<file path="src/design/i2c_master_bit_engine_assert.svh">
// Assertion helpers for the I2C bit engine.
`ifndef I2C_MASTER_BIT_ENGINE_ASSERT_SVH
`define I2C_MASTER_BIT_ENGINE_ASSERT_SVH

// same-cycle implication, reset masked
`define I2CM_ASSERT_NOW(label, ante, cons, msg) \
    label: assert property (@(posedge clk) disable iff (!rst_n) (ante) |-> (cons)) \
        else $error(msg);

// next-cycle implication, reset masked
`define I2CM_ASSERT_NEXT(label, ante, cons, msg) \
    label: assert property (@(posedge clk) disable iff (!rst_n) (ante) |=> (cons)) \
        else $error(msg);

`endif

</file>
<file path="src/design/i2cm_pkg.sv">
`timescale 1ns / 1ps
`default_nettype none

package i2cm_pkg;

    localparam logic [2:0] OP_TICK  = 3'd0;
    localparam logic [2:0] OP_START = 3'd1;
    localparam logic [2:0] OP_STOP  = 3'd2;
    localparam logic [2:0] OP_WRITE = 3'd3;
    localparam logic [2:0] OP_READ  = 3'd4;

    localparam logic [4:0] PHASE_IDLE   = 5'd31;
    localparam logic [4:0] STEPS_START  = 5'd3;
    localparam logic [4:0] STEPS_STOP   = 5'd4;
    localparam logic [4:0] STEPS_WRITE  = 5'd19;
    localparam logic [4:0] STEPS_READ   = 5'd20;
    localparam logic [4:0] PH_BITS_END  = 5'd16;
    localparam logic [4:0] PH_ACK_A     = 5'd16;
    localparam logic [4:0] PH_ACK_B     = 5'd17;
    localparam logic [4:0] PH_ACK_C     = 5'd18;

    localparam logic [15:0] HALF_PERIOD_RST = 16'd10;

    typedef struct packed {
        logic scl;
        logic sda;
    } pins_t;

    typedef struct packed {
        logic [2:0] cmd;
        logic [7:0] wr_data;
        logic       rd_ack;
        logic       sda_in;
    } item_t;

    typedef struct packed {
        logic [15:0] delay;
        logic [4:0]  phase;
        logic [7:0]  shift;
        logic [2:0]  op;
        logic        ack_choice;
        pins_t       pins;
        logic        ack_err;
        logic [7:0]  held_rd;
    } seq_state_t;

    typedef struct packed {
        logic       scl_level;
        logic       sda_level;
        logic       busy_res;
        logic       done_res;
        logic [7:0] rd_byte;
        logic       ack_error;
    } result_t;

    localparam seq_state_t SEQ_STATE_RST = '{
        delay:      16'd0,
        phase:      PHASE_IDLE,
        shift:      8'd0,
        op:         OP_TICK,
        ack_choice: 1'b0,
        pins:       '{scl: 1'b1, sda: 1'b1},
        ack_err:    1'b0,
        held_rd:    8'd0
    };

    function automatic logic [4:0] step_count(input logic [2:0] op);
        logic [4:0] n;
        case (op)
            OP_START: n = STEPS_START;
            OP_STOP:  n = STEPS_STOP;
            OP_WRITE: n = STEPS_WRITE;
            default:  n = STEPS_READ;
        endcase
        return n;
    endfunction

    // pin levels set when step s of op begins
    function automatic pins_t apply_step(input logic [2:0] op, input logic [4:0] s,
                                         input logic [7:0] shift, input logic ack,
                                         input pins_t pins_in);
        pins_t p;
        p = pins_in;
        case (op)
            OP_START:
            begin
                if (s == 5'd0)
                begin
                    p.scl = 1'b1;
                    p.sda = 1'b1;
                end
                else if (s == 5'd1)
                    p.sda = 1'b0;
                else
                    p.scl = 1'b0;
            end
            OP_STOP:
            begin
                if (s == 5'd0)
                    p.scl = 1'b0;
                else if (s == 5'd1)
                    p.sda = 1'b0;
                else if (s == 5'd2)
                    p.scl = 1'b1;
                else
                    p.sda = 1'b1;
            end
            OP_WRITE:
            begin
                if (s < PH_BITS_END)
                begin
                    if (!s[0])
                    begin
                        if (s != 5'd0)
                            p.scl = 1'b0;
                        p.sda = shift[7];
                    end
                    else
                        p.scl = 1'b1;
                end
                else if (s == PH_ACK_A)
                begin
                    p.scl = 1'b0;
                    p.sda = 1'b1;
                end
                else if (s == PH_ACK_B)
                    p.scl = 1'b1;
                else
                    p.scl = 1'b0;
            end
            default:
            begin
                if (s < PH_BITS_END)
                    p.scl = ~s[0];
                else if (s == PH_ACK_A)
                    p.scl = 1'b0;
                else if (s == PH_ACK_B)
                    p.sda = ~ack;
                else if (s == PH_ACK_C)
                    p.scl = 1'b1;
                else
                begin
                    p.scl = 1'b0;
                    p.sda = 1'b1;
                end
            end
        endcase
        return p;
    endfunction

endpackage

`default_nettype wire

</file>
<file path="src/design/i2cm_in_stage.sv">
`timescale 1ns / 1ps
`default_nettype none

module i2cm_in_stage (
    input  wire logic          clk,
    input  wire logic          rst_n,
    input  wire logic          in_valid,
    output logic               in_ready,
    input  wire i2cm_pkg::item_t in_item,
    input  wire logic          take,
    output logic               stage_valid,
    output i2cm_pkg::item_t    stage_item
);
    import i2cm_pkg::*;

    logic  valid_reg;
    logic  valid_next;
    item_t item_reg;

    assign in_ready    = !valid_reg || take;
    assign valid_next  = (in_valid && in_ready) ? 1'b1 : (take ? 1'b0 : valid_reg);
    assign stage_valid = valid_reg;
    assign stage_item  = item_reg;

    always_ff @(posedge clk or negedge rst_n)
    begin
        if (!rst_n)
            valid_reg <= 1'b0;
        else
            valid_reg <= valid_next;
    end

    always_ff @(posedge clk)
    begin
        if (in_valid && in_ready)
            item_reg <= in_item;
    end

endmodule

`default_nettype wire

</file>
<file path="src/design/i2cm_step.sv">
`timescale 1ns / 1ps
`default_nettype none

module i2cm_step (
    input  wire i2cm_pkg::seq_state_t st,
    input  wire i2cm_pkg::item_t      item,
    input  wire logic [15:0]          half_period,
    output i2cm_pkg::seq_state_t      st_next,
    output i2cm_pkg::result_t         res
);
    import i2cm_pkg::*;

    logic        start;
    logic [15:0] hold;
    logic [15:0] dec;
    logic [4:0]  phase_inc;
    logic        busy;
    logic        done;
    seq_state_t  a;
    seq_state_t  nx;

    always_comb
    begin
        start = (st.phase == PHASE_IDLE) && (item.cmd >= OP_START) && (item.cmd <= OP_READ);
        hold  = (half_period == 16'd0) ? 16'd1 : half_period;

        // launch a new command: first step applies on this same tick
        a = st;
        if (start)
        begin
            a.op         = item.cmd;
            a.phase      = 5'd0;
            a.shift      = (item.cmd == OP_WRITE) ? item.wr_data : 8'd0;
            a.ack_choice = item.rd_ack;
            a.pins       = apply_step(item.cmd, 5'd0, a.shift, item.rd_ack, st.pins);
            a.delay      = hold;
        end

        nx        = a;
        busy      = 1'b0;
        done      = 1'b0;
        dec       = a.delay - 16'd1;
        phase_inc = a.phase + 5'd1;

        if (a.phase != PHASE_IDLE)
        begin
            busy     = 1'b1;
            nx.delay = dec;
            if (dec == 16'd0)
            begin
                // end of step: sample SDA on the last tick of SCL high
                if (a.op == OP_WRITE)
                begin
                    if (a.phase < PH_BITS_END && a.phase[0])
                        nx.shift = {a.shift[6:0], 1'b0};
                    else if (a.phase == PH_ACK_B)
                        nx.ack_err = item.sda_in;
                end
                else if (a.op == OP_READ)
                begin
                    if (a.phase < PH_BITS_END && !a.phase[0])
                        nx.shift = {a.shift[6:0], item.sda_in};
                end

                nx.phase = phase_inc;
                if (phase_inc >= step_count(a.op))
                begin
                    done     = 1'b1;
                    nx.phase = PHASE_IDLE;
                    if (a.op == OP_READ)
                        nx.held_rd = nx.shift;
                end
                else
                begin
                    nx.pins  = apply_step(a.op, phase_inc, nx.shift, a.ack_choice, a.pins);
                    nx.delay = hold;
                end
            end
        end

        st_next       = nx;
        res.scl_level = nx.pins.scl;
        res.sda_level = nx.pins.sda;
        res.busy_res  = busy;
        res.done_res  = done;
        res.rd_byte   = nx.held_rd;
        res.ack_error = nx.ack_err;
    end

endmodule

`default_nettype wire

</file>
<file path="src/design/i2c_master_bit_engine.sv">
// I2C master bit engine: drives SCL and open-drain SDA, one request per bus tick.
// Request channel (in_valid/in_ready): cmd, wr_data, rd_ack, sda_in. Each request
// is one tick; a command (start, stop, write byte, read byte) is taken only when
// the sequencer is idle, otherwise it is ignored and the tick just advances timing.
// Result channel (out_valid/out_ready): one result per request carrying the pin
// drives, busy_res, the done_res pulse, the held rd_byte and ack_error.
// Config channel (cfg_valid/cfg_ready/cfg_data): half_period, always ready; write it
// only while no request is in flight. A zero value behaves as one.
// The request passes from the input register through the step logic into the result
// register, and out_valid rises when it lands there.
// Throughput: one request per cycle while results are taken; the sequencer update is a
// single pass of step logic between those two registers.
// A stalled result holds in the result register; the input register keeps taking a
// request per cycle while the result is taken, and in_ready drops only when both
// are full and out_ready is low.
// Reset: sequencer idle with pins released high and held rd_byte and ack_error zero,
// half_period 10, no result pending; the result register itself is not reset.
`timescale 1ns / 1ps
`default_nettype none

`include "i2c_master_bit_engine_assert.svh"

module i2c_master_bit_engine (
    input  wire logic        clk,
    input  wire logic        rst_n,
    input  wire logic        cfg_valid,
    output logic             cfg_ready,
    input  wire logic [15:0] cfg_data,
    input  wire logic        in_valid,
    output logic             in_ready,
    input  wire logic [2:0]  cmd,
    input  wire logic [7:0]  wr_data,
    input  wire logic        rd_ack,
    input  wire logic        sda_in,
    output logic             out_valid,
    input  wire logic        out_ready,
    output logic             scl_level,
    output logic             sda_level,
    output logic             busy_res,
    output logic             done_res,
    output logic [7:0]       rd_byte,
    output logic             ack_error
);
    import i2cm_pkg::*;

    logic [15:0] hp_reg;
    item_t       in_item;
    item_t       stage_item;
    logic        stage_valid;
    logic        take;
    logic        advance;
    seq_state_t  state_reg;
    seq_state_t  state_next;
    result_t     res_next;
    result_t     res_reg;
    logic        out_valid_reg;
    logic        out_valid_next;

    assign cfg_ready = 1'b1;

    always_ff @(posedge clk or negedge rst_n)
    begin
        if (!rst_n)
            hp_reg <= HALF_PERIOD_RST;
        else if (cfg_valid && cfg_ready)
            hp_reg <= cfg_data;
    end

    assign in_item = '{cmd: cmd, wr_data: wr_data, rd_ack: rd_ack, sda_in: sda_in};

    assign take    = !out_valid_reg || out_ready;
    assign advance = stage_valid && take;

    i2cm_in_stage u_in_stage (
        .clk         (clk),
        .rst_n       (rst_n),
        .in_valid    (in_valid),
        .in_ready    (in_ready),
        .in_item     (in_item),
        .take        (take),
        .stage_valid (stage_valid),
        .stage_item  (stage_item)
    );

    i2cm_step u_step (
        .st          (state_reg),
        .item        (stage_item),
        .half_period (hp_reg),
        .st_next     (state_next),
        .res         (res_next)
    );

    assign out_valid_next = advance ? 1'b1 : (out_ready ? 1'b0 : out_valid_reg);

    always_ff @(posedge clk or negedge rst_n)
    begin
        if (!rst_n)
        begin
            state_reg     <= SEQ_STATE_RST;
            out_valid_reg <= 1'b0;
        end
        else
        begin
            out_valid_reg <= out_valid_next;
            if (advance)
                state_reg <= state_next;
        end
    end

    always_ff @(posedge clk)
    begin
        if (advance)
            res_reg <= res_next;
    end

    assign out_valid = out_valid_reg;
    assign scl_level = res_reg.scl_level;
    assign sda_level = res_reg.sda_level;
    assign busy_res  = res_reg.busy_res;
    assign done_res  = res_reg.done_res;
    assign rd_byte   = res_reg.rd_byte;
    assign ack_error = res_reg.ack_error;

    `I2CM_ASSERT_NOW(a_done_is_busy, out_valid && done_res, busy_res,
        "done reported without busy")
    `I2CM_ASSERT_NOW(a_running_delay, state_reg.phase != PHASE_IDLE, state_reg.delay != 16'd0,
        "running step with zero delay")
    `I2CM_ASSERT_NOW(a_phase_range, state_reg.phase != PHASE_IDLE, state_reg.phase < STEPS_READ,
        "phase beyond last step")
    `I2CM_ASSERT_NEXT(a_done_to_idle, advance && res_next.done_res,
        state_reg.phase == PHASE_IDLE, "sequencer not idle after done")

endmodule

`default_nettype wire
</file>
<file path="config.mk">
export PLATFORM = sky130hd
export DESIGN_NAME = i2c_master_bit_engine
export DESIGN_NICKNAME = d
export VERILOG_FILES = /design/src/design/i2cm_pkg.sv /design/src/design/i2cm_in_stage.sv /design/src/design/i2cm_step.sv /design/src/design/i2c_master_bit_engine.sv
export VERILOG_INCLUDE_DIRS = /design/src /design/src/design
export SDC_FILE = /design/constraint.sdc
export NUM_CORES = 1
export LEC_CHECK = 0
export ABC_AREA = 1
export BUFFER_PORTS_ARGS = -buffer_cell sky130_fd_sc_hd__buf_2
export CAP_MARGIN = 0
export CELL_PAD_IN_SITES_DETAIL_PLACEMENT = 1
export CELL_PAD_IN_SITES_GLOBAL_PLACEMENT = 2
export CORE_AREA = 2 2 144 146
export DETAILED_ROUTE_END_ITERATION = 10
export DIE_AREA = 0 0 146 148
export GPL_TIMING_DRIVEN = 1
export PLACE_DENSITY = 0.86
export SLEW_MARGIN = 20
export SYNTH_ARGS = -nofsm -noshare
export SYNTH_HDL_FRONTEND = slang
export SYNTH_HIERARCHICAL = 1
export SYNTH_SLANG_ARGS = --single-unit
export TNS_END_PERCENT = 20
</file>
<file path="constraint.sdc">
create_clock -name clk -period 5.5 [get_ports clk]
set_input_delay 0.275 -clock clk [delete_from_list [all_inputs] [get_ports clk]]
set_output_delay 0.275 -clock clk [all_outputs]
set_load 0.02 [all_outputs]
</file>
# [Word-level counts from Yosys, hierarchy flattened]
# Cells that the tools add are included.
[classes] mux=54 eq_ne=15 bitwise=2 n_reduce_logical=18 n_lt_le_gt_ge=5 addsub=2
[ops] op="29-bit two-way mux" count=2
[ops] op="8-bit two-way mux" count=7
[ops] op="35-bit two-way mux" count=1
[ops] op="16-bit zero test" count=2
[ops] op="16-bit two-way mux" count=2
[ops] op="1-bit two-way mux" count=31
[ops] op="5-bit == test, second input constant" count=5
[ops] op="11-bit two-way mux" count=2
[ops] op="16-bit by 1-bit subtractor with 16-bit output, second input constant" count=1
[ops] op="5-bit two-way mux" count=3
[ops] op="5-bit case mux with 3 select lines" count=1
[ops] op="3-bit by 2-bit == test with 1-bit output, second input constant" count=4
[ops] op="2-bit case mux with 3 select lines" count=2
[ops] op="5-bit less-than comparator, second input constant" count=2
[ops] op="3-bit by 1-bit == test with 1-bit output, second input constant" count=2
[ops] op="1-bit logical AND" count=6
[ops] op="2-bit two-way mux" count=3
[ops] op="5-bit by 1-bit adder with 5-bit output, second input constant" count=1
[ops] op="5-bit by 1-bit == test with 1-bit output, second input constant" count=1
[ops] op="5-bit by 2-bit == test with 1-bit output, second input constant" count=1
[ops] op="5-bit greater-or-equal comparator" count=1
[ops] op="5-bit zero test" count=1
[ops] op="5-bit != test, second input constant" count=1
[ops] op="5-bit nonzero test" count=1
[ops] op="8 further kinds" count=13
[totals] ff_bits=88 wordCells=118 inputBits=34 out_inout_bits=16

# [Logic depth before layout (Yosys ltp)]
[depth] depth_word=15 depth_mapped=29 depth_no_buf=25

# [Modules after synthesis]
# Netlist, hierarchy kept.
[by_module_without_submodules] module="i2cm_step" cells_per_inst=833 area_per_inst_um2=3890.0 seq_area_each_um2=0.0 instances=1
[by_module_without_submodules] module="i2c_master_bit_engine" cells_per_inst=278 area_per_inst_um2=3015.4 seq_area_each_um2=1928.1 instances=1
[by_module_without_submodules] module="i2cm_in_stage" cells_per_inst=19 area_per_inst_um2=435.4 seq_area_each_um2=415.4 instances=1

# [Least setup slack after synthesis]
# No wires, ideal clock.
[synth_timing] path_type="reg2reg" from="register state_reg[23] (netlist name)" to="register state_reg[0] (netlist name)" path_buffers=5 arrival_ps=3641 path_stages_with_launch=28 setup_slack_ps=1794 required_time_ps=5435 period_less_slack_ps=3706 setup_time_ps=65 path_cell_list="dfstp_2 -> nand3_4 -> nor2_8 -> nand2_4 -> buf_8 -> buf_4 -> buf_4 -> nand2_1 -> inv_1 -> ha_1 -> inv_1 -> xor2_1 -> ha_1 -> inv_1 -> nor2_1 -> o31ai_1 -> nand2_1 -> inv_1 -> clkbuf_1 -> nand2_1 -> nand2_1 -> nand4_1 -> nand2_1 -> nand2_1 -> nand2_1 -> buf_4 -> nand3_2 -> nand2_1"
[synth_rtl] item="start, declared" line_no="i2c_master_bit_engine.sv:52" rtl="seq_state_t state_reg;"
[synth_rtl] item="start signal, assigned" line_no="i2c_master_bit_engine.sv:106" rtl="state_reg <= state_next;"

==> flow_summary.toml <==
[detailed_routing]
route.vias.total = 7120
drt_iter0_drc = 277
drt_wl_total_um = 23100
vias_per_cell = 5.04
drc = 0
detail_route.wl_per_cell_um = 16.4
ant_nets = 0
firstDrtPassIters = 4

[critical_path]
path_cells = "o21ai_2 > nand2_4 > nand2_4 > nand2_1 > inv_1 > ha_1 > inv_1 > nor3_1 > ha_1 > ha_1 > o31ai_1 > nand2_1 > inv_1 > buf_4 > nand2_1 > nand4_1 > nand2_1 > nand2_1 > nand2_1 > nand3_2 > nand2_1"
cp.arrival_ps = 5000
path_delay_family = "simple AND/OR/NAND/NOR gates"
crit_path_frequent_cell = "nand2_1"
cp_data_required_time_ps = 5780
path_buf_inv = 4
critPathMaxFanout = 29
cp_slowest_stage_delay_ps = 640
path_class = "flop to flop"
crit_path_end_kind = "flop"
cp_slowest_cell = "inv_1"
r2r_start = "u_in_stage/stage_item[11]$_DFFE_PP_"
startpoint = "u_in_stage/stage_item[11]$_DFFE_PP_"
cp-start-kind = "flop"

[clock_network]
clkSlewWorstSetupHoldPaths_ps = 70
cts_made_buffers = 9
clockRootBuffer = "clkbuf_16"
cts_resized = 0
clk_latency_ps = 360
cts-htree-levels = 3
ctsHoldBuffers = 0
cts_buffer_depth = 2
post_cts_buffers = 0
tritoncts = "yes"
clkSinkCount = 88

[status]
status = "completed"

[pwr]
comb_power_share = 0.464
p_switching_mw = 1.29
seqPwrFrac = 0.296
clock_power_share = 0.240
swShare = 0.467
power.internal_mw = 1.47
powerDensity_mw_per_mm2 = 353
p_leak_nw = 4.12
peakVddDrop_mv = 0.223

[timing]
finalSetupViolations = 0
fmaxAchievable_ghz = 0.212
period_minus_slack_ps = 4720
whs_ps = 94.9
worstMarginPinSlew_ps = 880
rsz0062_at_grt = "no"
timing_hold_violations_final = 0
finClkSkew_ps = 12.5
finalSetupTns_ps = 0
max_slew_margin = 0.413
finalCritPeriodShare = 0.858
slew_viol_final = 0

[grt]
grt_first_pass_wirelength_um = 38000
grt.total_usage = 0.221
antenna_found_initial = 0
grt_max_degree = 63
grt_pass1_vias = 7155
grt_overflow = 0

[logic_synthesis]
syn_inst = 1130
synth_edf_count = 26
ys_types = 39
syn-cell-area_mm2 = 0.00734
synth_area_leaders = "nand2_1 26%, dfrtp_1 18%, edfxtp_1 11%, nand3_1 5.9%, inv_1 5.3%"
synth_nets = 1175
yosys-top-cells-count = "510 x nand2_1, 104 x inv_1, 87 x nand3_1"
yosys.cell_count.top_type = "nand2_1"
synth_area_per_cell_um2 = 6.50
seq_area_frac_synth = 0.319
synth_top_flop_cell = "dfrtp_1"
ys_warn_count = 6
synth_area_leader_cell = "nand2_1"
async_flop_share = 0.705
yosys.area.top_type_share = 0.261
ys_seq_elements = 88

[final_layout]
fin_nets = 1182
largest_reg_flops = 44
diodes = 0
layout-drive-gt1-share = 0.144
areaGrowthSynthToFinish_pct = 6.60

[flow_run]
max_cap_viol_count = 0

[floorplan]
fp-row-count = 52
die_area_mm2 = 0.0216
ios = 50
start_util = 0.366
die_h_um = 148
core_mm2 = 0.0200
die_w_um = 146

[placed_design]
hpwl_um = 16200
gp_congestion = 0.884
portBuffers = 48

[worst_hold_path]
holdCritPathClass = "input pin to flop"
min_from = "wr_data[6]"
==> kinds of logic (layout without fill, tap and decap cells) <==
family                     after synthesis  after routing  share of synthesized area
DFF                                     88             88                      0.319
AOI/OAI and AO/OA                       87             87                     0.0615
other                                    1              1                   0.000511
and+or+nand+nor                        760            760                      0.466
xor gates and xnor gates                 3              3                    0.00358
muxes                                    2              2                    0.00273
adders and majority gates               11             11                     0.0187
buffers and inverters                  178            190                      0.128
==> per-layer routing <==
| layer | routed length (um) | vias to the layer above | GRT usage |
|---|---|---|---|
| met5 | 0 | - | 0 |
| met4 | 325 | 0 | 0.0515 |
| met3 | 530 | 20 | 0.0265 |
| met2 | 11000 | 90 | 0.383 |
| met1 | 11300 | 3434 | 0.296 |
| li1 | - | 3576 | - |
==> final cells by class <==
class                   instances  area (um^2)
inverters                     110          413
clock buffers                  12          279
flip-flops and latches         88         2340
clock inverters                 4         31.3
multi-input cells             864         4060
fillers                      2744        12200
well taps                     270          338
repair buffers                 64          360
==> cells in the final DEF, fill, tap and decap left out, types with 3 or more instances in the layout <==
cell and instances:
a21oi_1 13, nor3_1 5, nand3b_1 3, nand2_4 4, nor2_1 51, xor2_1 3, nand3_1 87, nor2_2 7
inv_1 104, buf_2 48, o21ai_1 9, o211ai_1 3, dfstp_2 9, inv_2 5, ha_1 11, nand2_1 510
dfrtp_1 52, o21ai_0 59, nand3_2 25, nor2_4 8, buf_4 16, nand4_1 34, clkbuf_16 11, edfxtp_1 26
nand2_2 21
==> worst reg2reg max path: stages, from the launching register on <==
cell and delay [ps]:
edfxtp_1 440, o21ai_2 230, nand2_4 250, nand2_4 390, nand2_1 220, inv_1 290, ha_1 240, inv_1 70
nor3_1 190, ha_1 380, ha_1 340, o31ai_1 70, nand2_1 120, inv_1 640, buf_4 290, nand2_1 80
nand4_1 100, nand2_1 70, nand2_1 60, nand2_1 60, nand3_2 60, nand2_1 70
==> power groups by stage <==
stage | logic [mW] | registers [mW] | clock network (mW)
final | 1.28 | 0.817 | 0.664
after global routing | 1.46 | 0.829 | 0.711
after CTS | 1.29 | 0.819 | 0.682
after detailed placement | 1.29 | 0.831 | 0
after global placement | 1.27 | 0.830 | 0
after floorplan | 1.02 | 0.820 | 0
==> final timing paths <==
kind,end,slack [ps],cells after the start
max in group asynchronous,u_in_stage/stage_valid$_DFFE_PN0P_,4770,2
setup / recovery,state_reg[27]$_DFFE_PN1P_,780,21
setup reg to reg,state_reg[27]$_DFFE_PN1P_,780,21
min in group asynchronous,hp_reg[0]$_DFFE_PN0P_,120,2
hold / removal,u_in_stage/stage_item[8]$_DFFE_PP_,90,1
hold reg to reg,state_reg[10]$_DFFE_PN1P_,470,2
==> through the flow <==
stage               utilization  power (mW)  area [um^2]  std cells  setup WS (ps)
floorplan                     -        1.85         7340       1130           1790
global placement          0.375        2.10         7510       1396            886
detailed placement        0.375        2.12         7510       1396            788
CTS                       0.390        2.79         7830       1412            782
global route              0.390        3.00         7830       1412            389
finish                    0.390        2.76         7830       1412            779
Note: power is estimated with default switching activity, not from simulation.
